==> src/sv/dfpa_pkg.sv <==
// shared types and constants of the decimal fixed-point alu
// no dependencies

`default_nettype none

package dfpa_pkg;

  typedef enum logic [3:0] {
    OP_ADD      = 4'd0,
    OP_SUB      = 4'd1,
    OP_MIN      = 4'd2,
    OP_MAX      = 4'd3,
    OP_JOIN     = 4'd4,
    OP_FROM_INT = 4'd5,
    OP_FROM_Q16 = 4'd6,
    OP_MUL      = 4'd7,
    OP_TO_INT   = 4'd8
  } dfpa_op_e;

  localparam int unsigned NumStages = 5;

  localparam logic signed [15:0] FracMax  = 16'sd999;
  localparam logic signed [15:0] FracStep = 16'sd1000;
  localparam logic signed [31:0] Scale    = 32'sd1000;

  // floor(n / 1000) = (n * DivMagic) >> DivShift for any 32-bit unsigned n
  localparam logic [28:0] DivMagic = 29'd274877907;
  localparam int unsigned DivShift = 38;

  // per-stage load enables
  typedef struct packed {
    logic s1;
    logic s2;
    logic s3;
    logic s4;
    logic s5;
  } dfpa_adv_t;

endpackage

`default_nettype wire

==> src/sv/dfpa_ops.sv <==
// first-stage logic: single-step operations and scaled multiply operands
// depends on dfpa_pkg

`default_nettype none

module dfpa_ops (
  input  logic [3:0]         op_i,
  input  logic signed [15:0] a_whole_i,
  input  logic signed [15:0] a_frac_i,
  input  logic signed [15:0] b_whole_i,
  input  logic signed [15:0] b_frac_i,
  input  logic [31:0]        q16_value_i,
  output logic signed [15:0] r_whole_o,
  output logic signed [15:0] r_frac_o,
  output logic signed [16:0] int_result_o,
  output logic               is_mul_o,
  output logic [31:0]        x_o,
  output logic [31:0]        y_o
);

  import dfpa_pkg::*;

  logic signed [15:0] add_f;
  logic signed [15:0] add_w;
  logic signed [15:0] sub_f;
  logic signed [15:0] sub_w;
  logic               a_gt_b;
  logic [25:0]        q16_scaled;
  logic signed [16:0] aw_ext;
  logic signed [31:0] x_s;
  logic signed [31:0] y_s;

  assign a_gt_b = (a_whole_i > b_whole_i) ||
                  ((a_whole_i == b_whole_i) && (a_frac_i > b_frac_i));
  assign q16_scaled = 26'(q16_value_i[15:0]) * 26'd1000;
  assign aw_ext = 17'(a_whole_i);

  assign x_s = 32'(a_whole_i) * Scale + 32'(a_frac_i);
  assign y_s = 32'(b_whole_i) * Scale + 32'(b_frac_i);
  assign x_o = x_s;
  assign y_o = y_s;
  assign is_mul_o = (op_i == OP_MUL);

  always_comb begin
    add_f = a_frac_i + b_frac_i;
    add_w = a_whole_i + b_whole_i;
    if (add_f > FracMax) begin
      add_w = add_w + 16'sd1;
      add_f = add_f - FracStep;
    end
    sub_f = a_frac_i - b_frac_i;
    sub_w = a_whole_i - b_whole_i;
    if (sub_f < 16'sd0) begin
      sub_w = sub_w - 16'sd1;
      sub_f = sub_f + FracStep;
    end
    if (sub_w < 16'sd0) begin
      sub_w = '0;
      sub_f = '0;
    end
  end

  always_comb begin
    r_whole_o    = '0;
    r_frac_o     = '0;
    int_result_o = '0;
    case (op_i)
      OP_ADD: begin
        r_whole_o = add_w;
        r_frac_o  = add_f;
      end
      OP_SUB: begin
        r_whole_o = sub_w;
        r_frac_o  = sub_f;
      end
      OP_MIN: begin
        r_whole_o = a_gt_b ? b_whole_i : a_whole_i;
        r_frac_o  = a_gt_b ? b_frac_i : a_frac_i;
      end
      OP_MAX: begin
        r_whole_o = a_gt_b ? a_whole_i : b_whole_i;
        r_frac_o  = a_gt_b ? a_frac_i : b_frac_i;
      end
      OP_JOIN: begin
        r_whole_o = a_whole_i;
        r_frac_o  = (b_whole_i > FracMax) ? FracMax : b_whole_i;
      end
      OP_FROM_INT: begin
        r_whole_o = a_whole_i;
      end
      OP_FROM_Q16: begin
        r_whole_o = q16_value_i[31:16];
        r_frac_o  = 16'(q16_scaled[25:16]);
      end
      OP_TO_INT: begin
        if (a_whole_i == 16'sd0) begin
          int_result_o = (a_frac_i != 16'sd0) ? 17'sd1 : 17'sd0;
        end else if (a_frac_i != 16'sd0) begin
          int_result_o = aw_ext + 17'sd1;
        end else begin
          int_result_o = aw_ext;
        end
      end
      default: begin
        r_whole_o = '0;
      end
    endcase
  end

endmodule

`default_nettype wire

==> src/sv/dfpa_datapath.sv <==
// five-stage datapath: operand stage, 32x32 product, two divide-by-1000
// stages by reciprocal multiply, remainder and result select
// depends on dfpa_pkg and dfpa_ops

`default_nettype none

module dfpa_datapath (
  input  logic                clk_i,
  input  dfpa_pkg::dfpa_adv_t adv_i,
  input  logic [3:0]          op_i,
  input  logic signed [15:0]  a_whole_i,
  input  logic signed [15:0]  a_frac_i,
  input  logic signed [15:0]  b_whole_i,
  input  logic signed [15:0]  b_frac_i,
  input  logic [31:0]         q16_value_i,
  output logic [15:0]         r_whole_o,
  output logic [15:0]         r_frac_o,
  output logic [16:0]         int_result_o
);

  import dfpa_pkg::*;

  logic signed [15:0] ops_w;
  logic signed [15:0] ops_f;
  logic signed [16:0] ops_i;
  logic               ops_mul;
  logic [31:0]        ops_x;
  logic [31:0]        ops_y;

  // result fields of non-multiply ops travel along
  logic [15:0] w1_q, w2_q, w3_q, w4_q;
  logic [15:0] f1_q, f2_q, f3_q, f4_q;
  logic [16:0] i1_q, i2_q, i3_q, i4_q;
  logic        m1_q, m2_q, m3_q, m4_q;

  logic [31:0] x_q, y_q;
  logic [31:0] p_q;
  logic [31:0] mag3;
  logic [60:0] quo3;
  logic [22:0] q_q, q4_q;
  logic        neg3_q, neg4_q;
  logic [51:0] quo4;
  logic [12:0] w_q;
  logic [22:0] wk5;
  logic [22:0] rem5;
  logic [15:0] mw5, mf5;

  logic [15:0] rw_q, rf_q;
  logic [16:0] ri_q;

  dfpa_ops u_ops (
    .op_i        (op_i),
    .a_whole_i   (a_whole_i),
    .a_frac_i    (a_frac_i),
    .b_whole_i   (b_whole_i),
    .b_frac_i    (b_frac_i),
    .q16_value_i (q16_value_i),
    .r_whole_o   (ops_w),
    .r_frac_o    (ops_f),
    .int_result_o(ops_i),
    .is_mul_o    (ops_mul),
    .x_o         (ops_x),
    .y_o         (ops_y)
  );

  always_ff @(posedge clk_i) begin
    if (adv_i.s1) begin
      w1_q <= ops_w;
      f1_q <= ops_f;
      i1_q <= ops_i;
      m1_q <= ops_mul;
      x_q  <= ops_x;
      y_q  <= ops_y;
    end
  end

  always_ff @(posedge clk_i) begin
    if (adv_i.s2) begin
      w2_q <= w1_q;
      f2_q <= f1_q;
      i2_q <= i1_q;
      m2_q <= m1_q;
      p_q  <= 32'(x_q * y_q);
    end
  end

  assign mag3 = p_q[31] ? (32'd0 - p_q) : p_q;
  assign quo3 = 61'(mag3) * 61'(DivMagic);

  always_ff @(posedge clk_i) begin
    if (adv_i.s3) begin
      w3_q   <= w2_q;
      f3_q   <= f2_q;
      i3_q   <= i2_q;
      m3_q   <= m2_q;
      neg3_q <= p_q[31];
      q_q    <= quo3[DivShift +: 23];
    end
  end

  assign quo4 = 52'(q_q) * 52'(DivMagic);

  always_ff @(posedge clk_i) begin
    if (adv_i.s4) begin
      w4_q   <= w3_q;
      f4_q   <= f3_q;
      i4_q   <= i3_q;
      m4_q   <= m3_q;
      neg4_q <= neg3_q;
      q4_q   <= q_q;
      w_q    <= quo4[DivShift +: 13];
    end
  end

  assign wk5  = 23'(w_q) * 23'd1000;
  assign rem5 = q4_q - wk5;
  assign mw5  = neg4_q ? (16'd0 - 16'(w_q)) : 16'(w_q);
  assign mf5  = neg4_q ? (16'd0 - 16'(rem5[9:0])) : 16'(rem5[9:0]);

  always_ff @(posedge clk_i) begin
    if (adv_i.s5) begin
      rw_q <= m4_q ? mw5 : w4_q;
      rf_q <= m4_q ? mf5 : f4_q;
      ri_q <= m4_q ? 17'd0 : i4_q;
    end
  end

  assign r_whole_o    = rw_q;
  assign r_frac_o     = rf_q;
  assign int_result_o = ri_q;

endmodule

`default_nettype wire

==> src/sv/decimal_fixed_point_alu.sv <==
// top level of the decimal fixed-point alu: stream handshake and stage valids
// depends on dfpa_pkg and dfpa_datapath
//
// usage:
//   one transfer on the slave stream carries one operation; tuser holds the
//   opcode (add, sub, min, max, join, from int, from q16, multiply, to int),
//   tdata holds the operands. every transfer yields exactly one transfer on
//   the master stream with the whole part, thousandths part and the
//   rounded-up integer.
//   the pipeline has five register stages: operand scaling, the 32x32 product,
//   two reciprocal-multiply divides by 1000, and remainder plus result select.
//   one item per cycle is taken while the receiver takes results; every stage
//   has its own valid bit and loads when it is empty or the next stage moves,
//   so bubbles are squeezed. when the receiver stalls, the output register
//   holds its result and the stages behind it keep filling; input ready
//   drops only once all five stages are full.
//   reset clears all valid bits; the stream is empty afterwards.

`default_nettype none

module decimal_fixed_point_alu (
  input  logic        clk_i,
  input  logic        rst_ni,
  input  logic        s_axis_tvalid,
  output logic        s_axis_tready,
  // operation
  input  logic [3:0]  s_axis_tuser,
  // a_whole, a_frac, b_whole, b_frac, q16_value
  input  logic [95:0] s_axis_tdata,
  output logic        m_axis_tvalid,
  input  logic        m_axis_tready,
  // r_whole, r_frac, int_result, zero fill
  output logic [55:0] m_axis_tdata
);

  import dfpa_pkg::*;

  logic [NumStages-1:0] vld_q, vld_d;
  logic [NumStages-1:0] rdy;
  dfpa_adv_t            adv;
  logic [15:0]          r_whole;
  logic [15:0]          r_frac;
  logic [16:0]          int_result;

  always_comb begin
    rdy[NumStages-1] = !vld_q[NumStages-1] || m_axis_tready;
    for (int k = NumStages - 2; k >= 0; k--) begin
      rdy[k] = !vld_q[k] || rdy[k+1];
    end
  end

  always_comb begin
    vld_d = vld_q;
    if (rdy[0]) begin
      vld_d[0] = s_axis_tvalid;
    end
    for (int k = 1; k < NumStages; k++) begin
      if (rdy[k]) begin
        vld_d[k] = vld_q[k-1];
      end
    end
  end

  always_ff @(posedge clk_i or negedge rst_ni) begin
    if (!rst_ni) begin
      vld_q <= '0;
    end else begin
      vld_q <= vld_d;
    end
  end

  assign adv.s1 = rdy[0];
  assign adv.s2 = rdy[1];
  assign adv.s3 = rdy[2];
  assign adv.s4 = rdy[3];
  assign adv.s5 = rdy[4];

  dfpa_datapath u_datapath (
    .clk_i       (clk_i),
    .adv_i       (adv),
    .op_i        (s_axis_tuser),
    .a_whole_i   (s_axis_tdata[15:0]),
    .a_frac_i    (s_axis_tdata[31:16]),
    .b_whole_i   (s_axis_tdata[47:32]),
    .b_frac_i    (s_axis_tdata[63:48]),
    .q16_value_i (s_axis_tdata[95:64]),
    .r_whole_o   (r_whole),
    .r_frac_o    (r_frac),
    .int_result_o(int_result)
  );

  assign s_axis_tready = rdy[0];
  assign m_axis_tvalid = vld_q[NumStages-1];
  assign m_axis_tdata  = {7'd0, int_result, r_frac, r_whole};

  ast_ready_when_out_empty: assert property (
    @(posedge clk_i) disable iff (!rst_ni)
    !vld_q[NumStages-1] |-> s_axis_tready
  ) else $error("input not ready although output stage is empty");

  ast_accept_fills_first: assert property (
    @(posedge clk_i) disable iff (!rst_ni)
    (s_axis_tvalid && s_axis_tready) |=> vld_q[0]
  ) else $error("accepted transfer lost at first stage");

  ast_last_stage_fills: assert property (
    @(posedge clk_i) disable iff (!rst_ni)
    (vld_q[NumStages-2] && !vld_q[NumStages-1]) |=> vld_q[NumStages-1]
  ) else $error("item lost between stage four and output stage");

endmodule

`default_nettype wire
==> config.mk <==
export PLATFORM = sky130hd
export DESIGN_NAME = decimal_fixed_point_alu
export DESIGN_NICKNAME = d
export VERILOG_FILES = /design/src/sv/dfpa_pkg.sv /design/src/sv/dfpa_ops.sv /design/src/sv/dfpa_datapath.sv /design/src/sv/decimal_fixed_point_alu.sv
export SDC_FILE = /design/constraint.sdc
export NUM_CORES = 2
export LEC_CHECK = 0
export ABC_AREA = 1
export BUFFER_PORTS_ARGS = -buffer_cell sky130_fd_sc_hd__buf_2
export CAP_MARGIN = 5
export CORE_MARGIN = 1.5
export CORE_UTILIZATION = 60
export DETAILED_ROUTE_END_ITERATION = 8
export PLACE_DENSITY = 0.82
export RECOVER_POWER = 25
export SLEW_MARGIN = 15
export SYNTH_ARGS = -nofsm -noshare
export SYNTH_HDL_FRONTEND = slang
export SYNTH_SLANG_ARGS = --single-unit
==> constraint.sdc <==
create_clock -name clk_i -period 11.1 [get_ports clk_i]
set_input_delay 0 -clock clk_i [delete_from_list [all_inputs] [get_ports clk_i]]
set_output_delay 0 -clock clk_i [all_outputs]
set_load 0.02 [all_outputs]
# --- Word-level counts from Yosys, hierarchy flattened ---
# Cells that the tools add are included.
classes:
  addsub: 15
  mul: 7
  n_div: 0
  n_lt_le_gt_ge: 6
  n_eq_ne: 9
  n_shift: 0
  n_mux: 21
  bitwise_logic: 0
  reduce_logical: 16
ops:
  columns: ["op", "n"]
  rows:
  - ["2-to-1 mux 16 bit", 15]
  - ["one-hot mux 16 bit (6 select lines)", 2]
  - ["multiplier 32 x 29 -> 61 bit, second input constant", 1]
  - ["adder 27 x 16 -> 28 bit", 2]
  - ["multiplier 23 x 29 -> 51 bit, second input constant", 1]
  - ["multiplier 16 x 8 -> 24 bit, second input constant", 2]
  - ["2-to-1 mux 17 bit", 2]
  - ["adder 16 bit", 2]
  - ["greater-than comparator 16 x 11 -> 1 bit, second input constant", 2]
  - ["greater-than comparator 16 bit", 2]
  - ["less-than comparator 16 x 1 -> 1 bit, second input constant", 2]
  - ["multiplier 32 x 32 -> 32 bit", 1]
  - ["2-to-1 mux 32 bit", 1]
  - ["subtractor 1 x 32 -> 32 bit, first input constant", 1]
  - ["subtractor 16 bit", 2]
  - ["multiplier 16 x 7 -> 23 bit, second input constant", 1]
  - ["adder 16 x 2 -> 17 bit, second input constant", 1]
  - ["adder 16 x 11 -> 16 bit, second input constant", 1]
  - ["adder 16 x 2 -> 16 bit, second input constant", 1]
  - ["equality test 16 bit", 1]
  - ["equality test 4 x 3 -> 1 bit, second input constant", 4]
  - ["logical NOT 16 bit", 1]
  - ["nonzero test 16 bit", 1]
  - ["subtractor 16 x 11 -> 16 bit, second input constant", 1]
  - ["other kinds (14)", 24]
totals:
  register_bits: 398
  latchBits: 0
  ram_bits: 0
  rom_bits: 0
  input_bits: 104
  word_cells: 106
  mem_count: 0

# --- Longest topological paths before layout ---
depth:
  depth_word: 6
  ltp_mapped: 40

# --- Modules after synthesis ---
# Synthesis repeated with hierarchy kept, for this count alone.
unflattened:
  cells_unflattened: 9175
  hier_area_um2: 76513.4
by_module_without_submodules:
  columns: ["mod", "n_inst", "cells_each", "area_per_inst_um2", "seq_area_each_um2"]
  rows:
  - ["dfpa_datapath", 1, 6008, 56369.1, 11801.3]
  - ["dfpa_ops", 1, 3138, 19880.3, 0.0]
  - ["decimal_fixed_point_alu", 1, 29, 264.0, 125.1]

# --- Worst setup path before layout ---
# Ideal clock, no wire load.
synth_path:
  kind: "register to register"
  start: "reg u_datapath.p_q[0]"
  end: "reg u_datapath.q_q[13], data pin"
  arrival_time_ns: 7.609
  required_time_ns: 10.835
  setup_slack_ns: 3.226
  path_stages_with_launch: 36
  period_less_slack_ns: 7.874
  path_cell_list: "edfxtp_1 inv_1 ha_1 nand4_1 nor3_2 nand4_1 nor2_1 nand4_1 nand2_1 nand2_1 xor2_1 ha_1 fa_1 fa_1 inv_1 fa_1 inv_1 fa_1 inv_1 fa_1 inv_1 fa_1 inv_1 fa_1 inv_1 ha_1 nand2_1 nor2_1 inv_1 nor2_1 and3_1 nand3_1 nand3_1 a21oi_1 o21ai_0 xor2_1"
synth_via:
  elab_chain_len: 3
synth_lines:
  columns: ["element", "line", "text"]
  rows:
  - ["start, declared", "dfpa_datapath.sv:37", "logic [31:0] p_q;"]
  - ["start signal, assigned", "dfpa_datapath.sv:83", "p_q <= 32'(x_q * y_q);"]
  - ["subtractor 1 x 32 -> 32 bit", "dfpa_datapath.sv:87", "assign mag3 = p_q[31] ? (32'd0 - p_q) : p_q;"]
  - ["2-to-1 mux 32 bit *", "dfpa_datapath.sv:87", null]
  - ["multiplier 32 x 29 -> 61 bit *", "dfpa_datapath.sv:88", "assign quo3 = 61'(mag3) * 61'(DivMagic);"]
  - ["net u_datapath.quo3[51]", "dfpa_datapath.sv:39", "logic [60:0] quo3;"]
  - ["end signal, assigned", "dfpa_datapath.sv:97", "q_q <= quo3[DivShift +: 23];"]
  - ["end, declared", "dfpa_datapath.sv:40", "logic [22:0] q_q, q4_q;"]
# The timed path passes the listed nets; every way through them passes the cells marked *.
# A chain may end at the register's enable or synchronous reset.

# --- Final worst setup path ---
# Ends and elaborated chain as after synthesis.

==> summary.md <==
| Metric | Value |
|---|---|
| GRT Residual Overflow | 0 |
| Syn Inst Count | 8571 |
| CP Launch Type | flip-flop |
| Max Clock Skew | 0.0642 ns |
| Seq cells post-synth | 390 |
| TritonCTS Buffers | 42 |
| Post-CTS Setup Inserts | 0 |
| Status | complete, no violations |
| Initial antenna violation count | 39 |
| Site Rows | 128 |
| Dpl cells | 10200 |
| Area Overhead vs Synth | 5.62% |
| Cell Area, Synth | 73800 um^2 |
| Clock slew seen by the registers of the worst setup and hold paths | 0.06 ns |
| Post-synthesis sequential area ratio | 0.158 |
| Pre-Repair DR Iteration Count | 6 |
| Fin. Hold Viols | 0 |
| Non-filler cells, final | 10400 |
| Relative slew slack | 0.146 |
| Via count | 58500 |
| Worst skew pair latency | 0.64 ns |
| FMAX | 109 MHz |
| Post-cts gate resize count | 0 |
| Net count, final | 10900 |
| Most used cell, CP | fa_1 |
| Setup TNS | 0 ns |
| Die Y | 354 um |
| Die area | 125000 um^2 |
| Slowest stage cell, crit path | xor2_1 |
| Data required time of the worst path | 11.47 ns |
| Largest net degree at the start of global routing | 95 |
| CTS tree | done |
| Hold WC Path Type | input port to flip-flop |
| Wire per inst | 20.6 um |
| Gpl congestion | 1.03 |
| Crit end category | flip-flop |
| Worst setup margin | 1.92 ns |
| Core Region | 122000 um^2 |
| CTS Root Cell | clkbuf_16 |
| RSZ-0062 raised after global routing | false |
| Yosys cell types | 64 |
| Tmin final | 9.18 ns |
| Maximum Capacitance Violations | 0 |
| Ys Warns | 0 |
| Post-Place Worst Slack | 2.06 ns |
| Die W | 354 um |
| # hold bufs at CTS | 24 |
| Num ports | 162 |
| Setup Crit Path Kind | flip-flop to flip-flop |
| WHS | 0.0485 ns |
| CTS max path bufs | 3 |
| Setup crit start | u_datapath.p_q[0] |
| Vias per cell | 5.65 |
| Synth Area per Inst | 8.61 um^2 |
| Fraction of layout cells with a size suffix above 1 | 0.0382 |
| 1st-iter DRT viols | 5253 |
| Number of remaining DRC errors | 0 |
| IO buf count | 154 |
| Clk sinks | 390 |
| Initial core utilization | 0.606 |
| Post-DP HPWL | 175000 um |
| Worst Tran Pin Value | 1.28 ns |
| Number of synthesized flops with an enable pin | 385 |
| Hold_sp | s_axis_tdata[32] |
| Main flop type after synthesis | edfxtp_1 |
| Critical path data arrival time | 9.56 ns |
| GR Util All Layers | 0.347 |
| Crit share post-route | 0.827 |
| Vias in the first global route | 61500 |
| First-pass GRT wire length | 336000 um |
| R2r startpoint | u_datapath.p_q[0] |
| Slew Viols, Final | 0 |
| Final ANT Viol Nets | 0 |
| Total Wirelength | 213000 um |
| Ys async rst share | 0.0128 |
| CP Max Fanout | 11 |
| Final setup viols | 0 |
| H-tree depth | 2 |
| Max stage delay on crit path | 0.71 ns |
placed cells by master, fill, tap and decap left out, types with 11 or more instances in the layout:
cell type	count
a21boi_0	13
a21o_1	24
a21oi_1	358
a31oi_1	42
buf_2	112
buf_4	55
clkbuf_1	52
clkbuf_16	42
diode_2	19
dlygate4sd3_1	24
edfxtp_1	385
fa_1	1082
ha_1	1068
inv_1	2101
inv_2	12
nand2_1	1558
nand2_2	15
nand3_1	304
nand3b_1	11
nand4_1	84
nor2_1	463
nor2_2	13
nor3_1	61
nor4_1	18
o211ai_1	22
o21a_1	18
o21ai_0	263
o21ai_1	15
o21bai_1	35
or2_2	11
xnor2_1	106
xor2_1	211
critical path, delay by kind of cell (launching register included):
family                   cells  cell delay (ns)
AO/OA/AOI/OAI                6             1.18
XOR/XNOR                     2             0.87
adder cells (fa/ha/maj)      9             3.96
buffers and inverters        3             0.50
flip-flops                   1             0.63
AND/OR/NAND/NOR              8             1.76
per-stage QoR:
stage	utilization	instance area, um^2
CTS	0.640	78000
floorplan	-	73800
finish	0.640	78000
detailed placement	0.626	76200
global placement	0.626	76200
global route	0.640	78000
layer usage:
metal  wire (um)  vias to the layer above  track usage
met5         300                        -            0
met4       11000                       44        0.150
met3       20300                      645       0.0725
met2       98300                     2823        0.567
met1       83600                    28200        0.448
li1            -                    26800            -
kinds of logic (layout without fill, tap and decap cells):
group           count (synthesis)  count (layout)  synth area share
compound gates                832             832            0.0629
xor+xnor                      322             322            0.0387
fa+ha+maj                    2150            2150             0.474
buf+inv                      2298            2434             0.120
flops                         390             390             0.158
other cells                     1              26         0.0000508
simple gates                 2578            2578             0.146
path summary, 6_finish.rpt:
kind,end,slack (ns),cells after the start
max in group asynchronous,vld_q[4],10.56,3
worst min-delay path,u_datapath.y_q[3],0.05,2
worst max-delay path,u_datapath.q_q[13],1.92,28
min in group asynchronous,vld_q[1],0.35,3
worst max register to register,u_datapath.q_q[13],1.92,28
worst min register to register,u_datapath.f2_q[6],0.39,0
layout make-up:
cell class / count / area (um^2)
flip-flops and latches: 390 / 11700
multi-input cells: 5889 / 53300
fillers: 10100 / 43900
clock buffers: 47 / 1070
well taps: 1625 / 2030
repair buffers: 238 / 1390
clock inverters: 30 / 447
inverters: 2119 / 7960
diodes: 19 / 47.5
flip-flops by register name, indices dropped and copies added, names as in the netlist, 17 cells and up:
signal and cells:
u_datapath.x_q 28, u_datapath.i3_q 17, u_datapath.p_q 32, u_datapath.y_q 28, u_datapath.i1_q 17, u_datapath.i2_q 17, u_datapath.q_q 23, u_datapath.int_result_o 17
u_datapath.i4_q 17
synthesized netlist by cell type (5+ instances only):
| library cell | count | share of area |
|---|---|---|
| a211oi_1 | 5 | 0.00051 |
| a21boi_0 | 13 | 0.0013 |
| a21o_1 | 24 | 0.0024 |
| a21oi_1 | 358 | 0.024 |
| a21oi_2 | 5 | 0.00059 |
| a31oi_1 | 42 | 0.0036 |
| buf_1 | 19 | 0.00097 |
| buf_2 | 17 | 0.0012 |
| buf_4 | 17 | 0.0017 |
| buf_6 | 16 | 0.0024 |
| clkbuf_1 | 110 | 0.0056 |
| dfrtp_1 | 5 | 0.0017 |
| edfxtp_1 | 385 | 0.16 |
| fa_1 | 1082 | 0.29 |
| ha_1 | 1068 | 0.18 |
| inv_1 | 2105 | 0.11 |
| inv_2 | 8 | 0.00041 |
| nand2_1 | 1559 | 0.079 |
| nand2_2 | 15 | 0.0013 |
| nand2_4 | 7 | 0.0011 |
| nand3_1 | 304 | 0.021 |
| nand3b_1 | 11 | 0.0011 |
| nand4_1 | 84 | 0.0071 |
| nor2_1 | 464 | 0.024 |
| nor2_2 | 12 | 0.0010 |
| nor2_4 | 8 | 0.0012 |
| nor3_1 | 61 | 0.0041 |
| nor3_2 | 5 | 0.00068 |
| nor4_1 | 19 | 0.0016 |
| o211ai_1 | 22 | 0.0022 |
| o21a_1 | 18 | 0.0018 |
| o21ai_0 | 263 | 0.018 |
| o21ai_1 | 15 | 0.0010 |
| o21bai_1 | 35 | 0.0036 |
| o221ai_1 | 5 | 0.00059 |
| o31ai_1 | 7 | 0.00071 |
| or2_2 | 11 | 0.00093 |
| xnor2_1 | 106 | 0.013 |
| xor2_1 | 211 | 0.025 |
| xor2_2 | 5 | 0.0011 |
Power is not shown: default switching activity piles up to over one toggle a cycle in this logic, so the estimate is an artifact.
